[config.mk]
export PLATFORM = sky130hd
export DESIGN_NAME = rrts_div1000
export DESIGN_NICKNAME = d
export VERILOG_FILES = /design/src/sv/rrts_pkg.sv /design/src/sv/rrts_div1000.sv
export SDC_FILE = /design/constraint.sdc
export NUM_CORES = 1
export LEC_CHECK = 0
export BUFFER_PORTS_ARGS = -buffer_cell sky130_fd_sc_hd__buf_2
export CORE_ASPECT_RATIO = 1.4
export CORE_UTILIZATION = 59
export CTS_CLUSTER_DIAMETER = 200
export DETAILED_ROUTE_END_ITERATION = 7
export MAX_ROUTING_LAYER = met4
export PLACE_DENSITY = 0.85
export SYNTH_ARGS = -nofsm -noshare
export SYNTH_HDL_FRONTEND = slang
export SYNTH_SLANG_ARGS = --single-unit
[constraint.sdc]
create_clock -name clk -period 7.55 [get_ports clk]
set_clock_uncertainty 0.2 [all_clocks]
set_input_delay 0.755 -clock clk [delete_from_list [all_inputs] [get_ports clk]]
set_output_delay 0.755 -clock clk [all_outputs]
set_load 0.02 [all_outputs]
[src/sv/rrts_pkg.sv]
// ----------------------------------------------------------------------------
// rrts_pkg
// Shared constants and types for the round-robin task ring scheduler.
// ----------------------------------------------------------------------------
package rrts_pkg;

	localparam int MAX_TASKS       = 16;
	localparam int SLOT_W          = $clog2(MAX_TASKS);
	localparam int REAP_SCAN_LIMIT = 64;
	localparam int REAP_CNT_W      = $clog2(REAP_SCAN_LIMIT + 1);
	localparam int LIVE_W          = 9;
	localparam int MS_PER_S        = 1000;
	localparam int MS_REM_W        = $clog2(MS_PER_S);
	localparam int CMD_W           = 3;
	localparam int STATUS_W        = 2;
	localparam int TICK_RATE_W     = 20;
	localparam int WORD_W          = 32;
	localparam logic [TICK_RATE_W-1:0] TICK_RATE_RST = TICK_RATE_W'(1000);

	// x / 1000 == (x * DIV1000_RECIP) >> DIV1000_SHIFT for every 32-bit x
	localparam logic [WORD_W-1:0] DIV1000_RECIP = 32'h1062_4DD3;
	localparam int                DIV1000_SHIFT = 38;

	localparam logic [CMD_W-1:0] CMD_SCHEDULE = 3'd0;
	localparam logic [CMD_W-1:0] CMD_CREATE   = 3'd1;
	localparam logic [CMD_W-1:0] CMD_SLEEP    = 3'd2;
	localparam logic [CMD_W-1:0] CMD_KILL     = 3'd3;
	localparam logic [CMD_W-1:0] CMD_EXIT     = 3'd4;

	localparam logic [STATUS_W-1:0] RES_OK      = 2'd0;
	localparam logic [STATUS_W-1:0] RES_FAIL    = 2'd1;
	localparam logic [STATUS_W-1:0] RES_CURRENT = 2'd2;

	typedef enum logic [1:0] {
		ST_READY = 2'd0,
		ST_SLEEP = 2'd1,
		ST_DEAD  = 2'd2
	} slot_state_t;

	typedef struct packed {
		logic              start;
		logic [WORD_W-1:0] dividend;
	} div_req_t;

	typedef struct packed {
		logic                done;
		logic [WORD_W-1:0]   quot;
		logic [MS_REM_W-1:0] rem;
	} div_rsp_t;

endpackage

[src/sv/rrts_div1000.sv]
// ----------------------------------------------------------------------------
// rrts_div1000
// Reciprocal-multiply divide by MS_PER_S: product registered, then the result.
// ----------------------------------------------------------------------------
module rrts_div1000 import rrts_pkg::*; (
	input  logic     clk,
	input  logic     arst_n,
	input  div_req_t req,
	output div_rsp_t rsp
);

	logic                  step_q;
	logic                  done_q;
	logic [2*WORD_W-1:0]   prod_q;
	logic [WORD_W-1:0]     dvd_q;
	logic [WORD_W-1:0]     quot_q;
	logic [MS_REM_W-1:0]   rem_q;
	logic [WORD_W-1:0]     quot_c;
	logic [WORD_W-1:0]     back_c;

	assign quot_c = WORD_W'(prod_q >> DIV1000_SHIFT);
	assign back_c = quot_c * WORD_W'(MS_PER_S);

	always_ff @(posedge clk or negedge arst_n) begin
		if (!arst_n) begin
			step_q <= 1'b0;
			done_q <= 1'b0;
		end else begin
			step_q <= req.start;
			done_q <= step_q;
		end
	end

	always_ff @(posedge clk) begin
		if (req.start) begin
			dvd_q  <= req.dividend;
			prod_q <= req.dividend * DIV1000_RECIP;
		end
		if (step_q) begin
			quot_q <= quot_c;
			rem_q  <= MS_REM_W'(dvd_q - back_c);
		end
	end

	assign rsp.done = done_q;
	assign rsp.quot = quot_q;
	assign rsp.rem  = rem_q;

endmodule

# ---- Yosys cells after proc, flatten, opt, wreduce, memory -nomap -nowiden
# Index checks and enable logic that the tools add are counted.
dict set report totals {
  register_bits 106
  out_inout_bits 43
  word_cells 9
}
dict set report classes {
  add_sub_neg 1
  mul 2
}
# cell count
set op_table {}
lappend op_table {{multiplier 32 x 29 -> 61 bit, second input constant} 1}
lappend op_table {{multiplier 23 x 7 -> 7 bit, second input constant} 1}
lappend op_table {{subtractor 10 bit} 1}

# ---- Logic depth before layout (Yosys ltp)
# Gate-level depths: netlist (run 1).
dict set report logic_depth {
  word_depth 2
  mapped_depth 23
  ltp_nobuf 23
}

# ---- Worst setup path after synthesis (run 1)
# No wires, ideal clock.
dict set report synth_path {
  path_type {in2reg}
  start {input req[23] in the netlist's numbering}
  end {register prod_q[57] (data pin)}
  arrival_time_ps 6348
  required_time_ps 7091
  setup_slack_ps 743
  stages 23
  cell_sequence {ha_1 -> fa_1 -> fa_1 -> inv_1 -> fa_1 -> inv_1 -> fa_1 -> inv_1 -> fa_1 -> inv_1 -> fa_1 -> inv_1 -> fa_1 -> inv_1 -> ha_1 -> nand3_1 -> nor4_4 -> nand3_1 -> a31oi_2 -> a21oi_2 -> a31oi_4 -> a41oi_1 -> xnor2_1}
}
dict set report synth_between {
  elab_chain_cells 1
}
# element line_no
set synth_rtl {}
lappend synth_rtl {{from (decl)} rrts_div1000.sv:8} ;# input div_req_t req,
lappend synth_rtl {{multiplier 32 x 29 -> 61 bit} rrts_div1000.sv:37} ;# prod_q <= req.dividend * DIV1000_RECIP;
lappend synth_rtl {{to (signal assigned)} rrts_div1000.sv:37}
lappend synth_rtl {{to (decl)} rrts_div1000.sv:14} ;# logic [2*WORD_W-1:0] prod_q;
# Every way passes these cells.
# A chain may end at the register's enable or synchronous reset.

# ---- Final worst setup path (run 1)
# Same ends and word-level chain as after synthesis.

==> impl_metrics.json, run 1 <==
{
  "routedWlPerCell_um": 20.4,
  "fp.dieW_um": 146,
  "post-route-drc-count": 0,
  "grt_use_total_pct": 31.7,
  "grt_pass1_vias": 13400,
  "arrival_ns": 7.02,
  "dr.pass1.iters": 4,
  "worst_pin_slew_ns": 0.816,
  "fin_crit_sh_pct": 94.5,
  "rows": 73,
  "core-area_um2": 28500,
  "fin_tns_setup_ns": 0,
  "cp.required_ns": 7.44,
  "min_to": "rem_q[0]$_DFFE_PP_",
  "r2r_start": "prod_q[39]$_DFFE_PP_",
  "n_antenna_cell": 0,
  "drive_gt1_share_pct": 7.42,
  "via_count": 11600,
  "cts_max_path_buffers": 2,
  "ys.flop_type": "edfxtp_1",
  "synth_cells": 1621,
  "critPathLaunchType": "input pin",
  "r2r_slack_ns": 3.69,
  "path_class": "input pin to flip-flop",
  "fin_util_pct": 64.8,
  "place.gp.congestion": 1.01,
  "async_flop_share_pct": 2.94,
  "layout_min_cycle_time_ns": 7.14,
  "yosysWarningCount": 0,
  "cts-root-buf": "clkbuf_16",
  "grt_max_degree": 35,
  "ys_ff_latch": 68,
  "hold_viol": 0,
  "yosysMostFrequentCell": "inv_1",
  "cts-resized-gates": 0,
  "vias_per_cell": 5.53,
  "overflow": 0,
  "synth-edff-count": 66,
  "tritoncts": "built",
  "hp-start": "dvd_q[0]$_DFFE_PP_",
  "grt_pass1_wl_um": 69000,
  "path_clk_slew_ns": 0.06,
  "hold_path_depth": 0,
  "synth_area_um2": 17200,
  "dieArea_um2": 29900,
  "status": "complete, no violations",
  "r2r-end": "rem_q[9]$_DFFE_PP_",
  "maxSlewHeadroom_pct": 45.6,
  "ioPinCount": 78,
  "max_freq_mhz": 140,
  "numClockSinks": 68,
  "post-cts-setup-buffers": 0,
  "io_buffers": 68,
  "yosys.area.top_type": "fa_1",
  "reg2reg_depth": 11,
  "final_cell_count_no_fill": 2101,
  "synth_common_cells": "546 x inv_1, 406 x ha_1, 302 x fa_1",
  "avgSynthCellArea_um2": 10.6,
  "synth_top_area_share_pct": 35.1,
  "synth_cell_types": 62,
  "critPathMaxFanout": 5,
  "htree_num_levels": 3,
  "hp-class": "flip-flop to flip-flop",
  "post-dp-hpwl_um": 38000,
  "insertion_delay_ns": 0.34,
  "syn_to_final_growth_pct": 7.39,
  "synth_area_leaders": "fa_1 35%, ha_1 30%, inv_1 12%, edfxtp_1 12%, a21oi_1 1.5%",
  "critPathCaptureType": "flip-flop",
  "die_h_um": 204,
  "ant_nets": 0,
  "nNetsFinal": 2464,
  "synth-seq-area-share_pct": 11.8,
  "drt-initial-drc-count": 484,
  "setup_viol": 0,
  "rsz0062_at_grt": "no",
  "antenna_found_initial": 0,
  "dpl.cell_count": 2084,
  "slew_viol_final": 0,
  "cts_made_buffers": 9,
  "drt_wl_total_um": 42800,
  "start_util_pct": 60.4,
  "maxCapViolations": 0
}
==> logic make-up (layout without fill, tap and decap cells) <==
family | after synthesis | in the layout | share of synthesized area [%]
DFF | 68 | 68 | 11.8
and+or+nand+nor | 100 | 100 | 3.16
muxes | 1 | 1 | 0.0655
adders and majority gates | 708 | 708 | 64.7
buffers and inverters | 559 | 656 | 12.4
xor gates and xnor gates | 36 | 36 | 1.83
other | 1 | 9 | 0.0218
AOI/OAI and AO/OA | 148 | 148 | 6.02
==> worst max path at each step <==
stage / startpoint / end / slack (ns) / depth (start not counted)
2_1_floorplan: req[23] / prod_q[57]$_DFFE_PP_ / 0.74 / 23
3_3_place_gp: req[23] / prod_q[57]$_DFFE_PP_ / 0.21 / 24
3_5_place_dp: req[18] / prod_q[57]$_DFFE_PP_ / 0.13 / 22
4_1_cts: req[18] / prod_q[57]$_DFFE_PP_ / 0.43 / 22
5_1_grt: req[23] / prod_q[56]$_DFFE_PP_ / 0.16 / 24
6_report: req[23] / prod_q[57]$_DFFE_PP_ / 0.41 / 24
==> stage by stage <==
step                cell area [µm²]  hold WS [ns]  setup WS, ns
finish                        18500         0.219         0.414
detailed placement            18100         0.206         0.134
CTS                           18500         0.220         0.433
floorplan                     17200         0.200         0.743
global placement              18100         0.204         0.213
global route                  18500         0.224         0.161
==> registers in the layout, indices dropped and copies added, names as in the netlist <==
| signal | count |
|---|---|
| done_q | 1 |
| step_q | 1 |
| dvd_q | 10 |
| prod_q | 23 |
| rem_q | 10 |
| quot_q | 23 |
==> metal layers <==
metal	vias up	routed length, µm	part of all wire [%]	track usage (%)
met5	-	0	0	-
met4	0	3750	8.8	22.7
met3	173	1940	4.5	4.64
met2	388	21900	51	54.8
met1	5785	15200	36	33.2
li1	5270	-	-	-
==> cell type report <==
cell class / instances / area, µm²
clock buffers: 12 / 246
clock inverters: 4 / 73.8
fillers: 2242 / 10000
inverters: 546 / 2050
multi-input cells: 1002 / 13100
flip-flops and latches: 68 / 2030
well taps: 375 / 469
repair buffers: 94 / 538
==> critical path: stages <==
cell and delay (ns):
buf_2 0.14, ha_1 0.35, fa_1 0.45, fa_1 0.48, inv_1 0.05, fa_1 0.48
inv_1 0.06, fa_1 0.50, inv_1 0.05, fa_1 0.53, inv_1 0.05, fa_1 0.47
inv_1 0.05, fa_1 0.55, inv_1 0.06, ha_1 0.33, nand3_1 0.16, nor4_4 0.36
o211ai_1 0.14, o211ai_1 0.20, nand2_1 0.25, a31oi_4 0.23, a41oi_1 0.16, xnor2_1 0.16
==> placed cells by master (no fill, tap or decap), types with 8 or more instances in the layout <==
cell	instances
a21o_1	23
a21oi_1	50
buf_2	68
buf_4	25
clkbuf_16	9
conb_1	9
edfxtp_1	66
fa_1	302
ha_1	406
inv_1	546
nand2_1	23
nand3_1	11
nand4_1	8
nor2_1	14
nor3_1	10
o21ai_0	18
xnor2_1	25
xor2_1	11
==> what timing repair did <==
item	in CTS	in global routing
hold buffers	1	0
endpoints found under the setup margin	0	0
hold endpoints to repair	2	0
Power of run 1 is not shown: default switching activity piles up to over one toggle a cycle in this logic, so the estimate is an artifact.
==> inputs of run 2 (changes only) <==
--- a/config.mk
+++ b/config.mk
@@ -12,6 +12,7 @@
 export DETAILED_ROUTE_END_ITERATION = 7
 export MAX_ROUTING_LAYER = met4
 export PLACE_DENSITY = 0.85
+export REMOVE_ABC_BUFFERS = 1
 export SYNTH_ARGS = -nofsm -noshare
 export SYNTH_HDL_FRONTEND = slang
 export SYNTH_SLANG_ARGS = --single-unit
==> run 2 against run 1 <==
First-iteration DRC count shrank 6.6%. Die area unchanged. Maximum frequency is 0.52% lower. Cell count about the same. Critical path depth increased by 1.
==> impl_metrics.json, run 2 (synthesis results as in run 1) <==
{
  "die_h_um": 204,
  "fin_tns_setup_ns": 0,
  "critPathCaptureType": "flip-flop",
  "fin_crit_sh_pct": 95.0,
  "use_met2_pct": 57.3,
  "cts_made_buffers": 9,
  "r2r_start": "prod_q[39]$_DFFE_PP_",
  "grt.met1_usage_pct": 32.0,
  "htree_num_levels": 3,
  "post-cts-setup-buffers": 0,
  "grt_pass1_wl_um": 67600,
  "setup_viol": 0,
  "overflow": 0,
  "io_buffers": 68,
  "crit_end": "prod_q[57]$_DFFE_PP_",
  "startpoint": "req[24]",
  "rsz0062_at_grt": "no",
  "r2r-end": "rem_q[9]$_DFFE_PP_",
  "drt-initial-drc-count": 452,
  "final_cell_count_no_fill": 2102,
  "worst_pin_slew_ns": 0.792,
  "cts-root-buf": "clkbuf_16",
  "r2r_slack_ns": 3.76,
  "ioPinCount": 78,
  "critPathMaxFanout": 7,
  "slowest_stage": "fa_1",
  "cts-resized-gates": 0,
  "start_util_pct": 60.4,
  "maxCapViolations": 0,
  "slew_viol_final": 0,
  "dr.pass1.iters": 4,
  "critPathLaunchType": "input pin",
  "post-dp-hpwl_um": 38200,
  "insertion_delay_ns": 0.34,
  "n_antenna_cell": 0,
  "hp-class": "flip-flop to flip-flop",
  "hold_viol": 0,
  "arrival_ns": 7.05,
  "path_class": "input pin to flip-flop",
  "grt-busiest-layer": "met2",
  "post-route-drc-count": 0,
  "numClockSinks": 68,
  "cp.required_ns": 7.43,
  "core-area_um2": 28500,
  "tritoncts": "built",
  "nFillCells": 2258,
  "cp_slowest_stage_delay_ns": 0.55,
  "status": "complete, no violations",
  "nNetsFinal": 2465,
  "ant_nets": 0,
  "grt_use_total_pct": 31.1,
  "mostFrequentLayoutCells": "546 x inv_1, 406 x ha_1, 302 x fa_1",
  "cts_hold_buf": 1,
  "layout_min_cycle_time_ns": 7.17,
  "dpl.cell_count": 2085,
  "routedWlPerCell_um": 20.1,
  "use_met3_pct": 2.83,
  "dieArea_um2": 29900,
  "max_freq_mhz": 139,
  "grt_pass1_vias": 13200,
  "cts_max_path_buffers": 2,
  "via_count": 11500,
  "reg_top3": "prod_q: 23 flops, quot_q: 23 flops",
  "syn_to_final_growth_pct": 7.54,
  "rows": 73,
  "path_clk_slew_ns": 0.06,
  "grt_max_degree": 35,
  "antenna_found_initial": 0,
  "drive_gt1_share_pct": 7.47,
  "drt_wl_total_um": 42200,
  "reg2reg_depth": 11,
  "place.gp.congestion": 0.995,
  "fp.dieW_um": 146,
  "layout_commonest_cell": "inv_1",
  "maxSlewHeadroom_pct": 47.2,
  "vias_per_cell": 5.47
}
==> run 2: cell types whose count changed in the layout (fill, tap and decap cells not counted), sizes merged <==
| cell | previous run | this run |
|---|---|---|
| buf | 93 | 94 |
| bufinv | 2 | 3 |
| clkbuf | 12 | 9 |
| clkinvlp | 0 | 1 |
| inv | 546 | 547 |
==> run 2: layout make-up <==
cell class / instances / area, µm² / area share (%)
multi-input cells: 1002 / 13100 / 70.6
inverters: 546 / 2050 / 11.1
repair buffers: 95 / 546 / 2.95
clock inverters: 7 / 114 / 0.615
well taps: 375 / 469 / 2.54
clock buffers: 9 / 225 / 1.22
flip-flops and latches: 68 / 2030 / 11.0
==> run 2: per-stage QoR <==
stage               area (µm²)  util [%]  hold slack, ns  setup WS (ns)
floorplan                17100         -           0.200          0.747
global placement         18200      63.7           0.160          0.235
detailed placement       18200      63.7           0.176         0.0469
CTS                      18500      64.9           0.188          0.389
global route             18500      64.9           0.197         0.0302
finish                   18500      64.9           0.186          0.376
==> run 2: routing by layer <==
| metal | vias up | wire, µm |
|---|---|---|
| li1 | 5254 | - |
| met3 | 147 | 1340 |
| met5 | - | 0 |
| met4 | 0 | 3060 |
| met2 | 329 | 22700 |
| met1 | 5765 | 15200 |
==> run 2: critical path: cells and delay by family <==
family                   cells  cell delay, ns
AO/OA/AOI/OAI                4            0.77
XOR/XNOR                     1            0.18
buffers and inverters        8            0.63
AND/OR/NAND/NOR              3            0.76
adder cells (fa/ha/maj)      9            3.97
==> run 2: how the worst min path moves through the flow <==
stage / from / end / cells after the start
6_report: step_q$_DFF_PN0_ / done_q$_DFF_PN0_ / 0
5_1_grt: step_q$_DFF_PN0_ / done_q$_DFF_PN0_ / 0
4_1_cts: step_q$_DFF_PN0_ / done_q$_DFF_PN0_ / 0
3_5_place_dp: step_q$_DFF_PN0_ / done_q$_DFF_PN0_ / 0
3_3_place_gp: step_q$_DFF_PN0_ / done_q$_DFF_PN0_ / 0
2_1_floorplan: prod_q[48]$_DFFE_PP_ / quot_q[10]$_DFFE_PP_ / 0
Power of run 2 is left out for the same reason.
==> inputs of run 3 (changes only) <==
--- a/config.mk
+++ b/config.mk
@@ -5,6 +5,7 @@
 export SDC_FILE = /design/constraint.sdc
 export NUM_CORES = 1
 export LEC_CHECK = 0
+export ABC_AREA = 1
 export BUFFER_PORTS_ARGS = -buffer_cell sky130_fd_sc_hd__buf_2
 export CORE_ASPECT_RATIO = 1.4
 export CORE_UTILIZATION = 59
==> constraint.sdc (replaced) <==
create_clock -name clk -period 7.5 [get_ports clk]
set_clock_uncertainty 0.2 [all_clocks]
set_input_delay 0.75 -clock clk [delete_from_list [all_inputs] [get_ports clk]]
set_output_delay 0.75 -clock clk [all_outputs]
set_load 0.02 [all_outputs]
==> run 3 against run 2 <==
Routed wire length grew 28%. Critical path depth shrank 2. Global-route usage grew 3.9 points. Sequential share of layout area shrank 1.3 points. First-iteration DRC count grew 89%. Register-to-register slack lost 0.65 ns. Cell count grew 40%. Cell area grew 13%.
==> impl_metrics.json, run 3 <==
{
  "ioPinCount": 78,
  "yosysWarningCount": 0,
  "final_area_um2": 21000,
  "via_count": 15200,
  "use_met2_pct": 63.2,
  "cp.required_ns": 7.40,
  "vias_per_cell": 5.16,
  "yosysMostFrequentCell": "inv_1",
  "mostFrequentLayoutCells": "812 x inv_1, 526 x nand2_1, 406 x ha_1",
  "hold_viol": 0,
  "worst_pin_slew_ns": 0.849,
  "nFillCells": 2813,
  "overflow": 0,
  "critPathLaunchType": "input pin",
  "rsz0062_at_grt": "no",
  "grt_use_total_pct": 35.0,
  "grt.met1_usage_pct": 35.5,
  "setup_viol": 0,
  "post-route-drc-count": 0,
  "reg_top3": "prod_q: 23 flops, quot_q: 23 flops",
  "synth_common_cells": "812 x inv_1, 526 x nand2_1, 406 x ha_1",
  "path_class": "input pin to flip-flop",
  "maxCapViolations": 0,
  "grt_pass1_wl_um": 86000,
  "slew_viol_final": 0,
  "n_antenna_cell": 0,
  "insertion_delay_ns": 0.33,
  "io_buffers": 68,
  "dpl-instance-area_um2": 20700,
  "hp-class": "flip-flop to flip-flop",
  "async_flop_share_pct": 2.94,
  "drt_wl_total_um": 54100,
  "synth_top_area_share_pct": 30.5,
  "cts_max_path_buffers": 2,
  "synth-seq-area-share_pct": 10.3,
  "critPathMaxFanout": 10,
  "cts_hold_buf": 1,
  "antenna_found_initial": 0,
  "place.gp.congestion": 1.04,
  "status": "complete, no violations",
  "fin_tns_setup_ns": 0,
  "synth-edff-count": 66,
  "post-dp-hpwl_um": 48000,
  "cts-root-buf": "clkbuf_16",
  "htree_num_levels": 3,
  "nNetsFinal": 3232,
  "ys.flop_type": "edfxtp_1",
  "fin_crit_sh_pct": 91.8,
  "avgSynthCellArea_um2": 8.22,
  "drt-initial-drc-count": 853,
  "critPathCaptureType": "flip-flop",
  "ant_nets": 0,
  "path_clk_slew_ns": 0.07,
  "die_h_um": 219,
  "grt-busiest-layer": "met2",
  "syn_to_final_growth_pct": 5.87,
  "layout_min_cycle_time_ns": 6.88,
  "arrival_ns": 6.78,
  "grt_max_degree": 35,
  "fp.dieW_um": 157,
  "cts-resized-gates": 0,
  "synth_cell_types": 31,
  "synth_area_leaders": "fa_1 31%, ha_1 26%, inv_1 15%, edfxtp_1 10%, nand2_1 10%",
  "cts_made_buffers": 9,
  "synth_area_um2": 19800,
  "tritoncts": "built",
  "drive_gt1_share_pct": 5.57,
  "yosys.area.top_type": "fa_1",
  "use_met3_pct": 3.19,
  "max_freq_mhz": 145,
  "core-area_um2": 33100,
  "synth_cells": 2408,
  "ys_ff_latch": 68,
  "post-cts-setup-buffers": 0,
  "dr.pass1.iters": 5,
  "grt_pass1_vias": 16800,
  "layout_commonest_cell": "inv_1",
  "dieArea_um2": 34300,
  "maxSlewHeadroom_pct": 43.4,
  "routedWlPerCell_um": 18.4,
  "numClockSinks": 68,
  "start_util_pct": 59.8,
  "rows": 79
}
run 3: changes by cell type in the layout (fill, tap and decap cells not counted), moves of 22 or more:
cell	change
nand3_1	+48
buf_4	-23
nand2_1	+503
a21o_1	-22
nor2_1	+58
inv_1	+266
run 3: metrics by stage:
step	util, %	setup slack, ns	hold slack, ns	instances
2_1_floorplan	-	1.26	0.200	2406
3_3_place_gp	62.4	0.287	0.201	2922
3_5_place_dp	62.4	0.232	0.206	2922
4_1_cts	63.3	0.609	0.219	2939
5_1_grt	63.3	0.387	0.219	2939
6_report	63.3	0.616	0.219	2939
run 3: logic make-up (layout without fill, tap and decap cells):
| kind of cell | count (synthesis) | after routing | synth area share [%] |
|---|---|---|---|
| compound gates | 49 | 49 | 1.30 |
| xor+xnor | 11 | 11 | 0.487 |
| fa+ha+maj | 708 | 708 | 56.2 |
| buf+inv | 834 | 912 | 16.0 |
| flops | 68 | 68 | 10.3 |
| other cells | 1 | 9 | 0.0189 |
| simple gates | 737 | 737 | 15.7 |
run 3: final cells by class:
class,count,area [µm²],share of cell area [%]
clock inverter,6,38.8,0.185
clock buffer,10,239,1.14
sequential,68,2030,9.69
tap,445,557,2.66
inverter,824,3090,14.8
timing repair buffer,72,373,1.78
multi-input combinational,1514,14600,69.8
run 3: worst max-delay path, cell delays in order:
cell and delay (ns):
buf_2 0.32, ha_1 0.34, fa_1 0.45, fa_1 0.50, inv_1 0.05, fa_1 0.47, inv_1 0.05, fa_1 0.48
fa_1 0.51, fa_1 0.53, inv_1 0.06, fa_1 0.48, inv_1 0.04, ha_1 0.30, nand2_1 0.09, nor2_1 0.27
nand2_1 0.21, nor3_1 0.41, nand2_1 0.11, nand3_1 0.13, nand2_1 0.09, nand3_1 0.09, nand2_1 0.05
run 3: path summary, 6_finish.rpt:
kind / start / end / slack (ns) / cells after the start
worst min-delay path: prod_q[50]$_DFFE_PP_ / quot_q[12]$_DFFE_PP_ / 0.22 / 0
worst max register to register: prod_q[39]$_DFFE_PP_ / rem_q[9]$_DFFE_PP_ / 3.11 / 17
max in group asynchronous: arst_n / step_q$_DFF_PN0_ / 6.48 / 2
worst min register to register: prod_q[50]$_DFFE_PP_ / quot_q[12]$_DFFE_PP_ / 0.22 / 0
min in group asynchronous: arst_n / done_q$_DFF_PN0_ / 0.52 / 2
worst max-delay path: req[18] / prod_q[59]$_DFFE_PP_ / 0.62 / 23
run 3: layer usage:
metal | vias to the layer above | routed length [µm] | share of wire, %
met2 | 471 | 28100 | 52
met5 | - | 0 | 0
li1 | 7227 | - | -
met3 | 200 | 2250 | 4.2
met4 | 0 | 4340 | 8.0
met1 | 7263 | 19300 | 36
Power of run 3 is left out for the same reason.
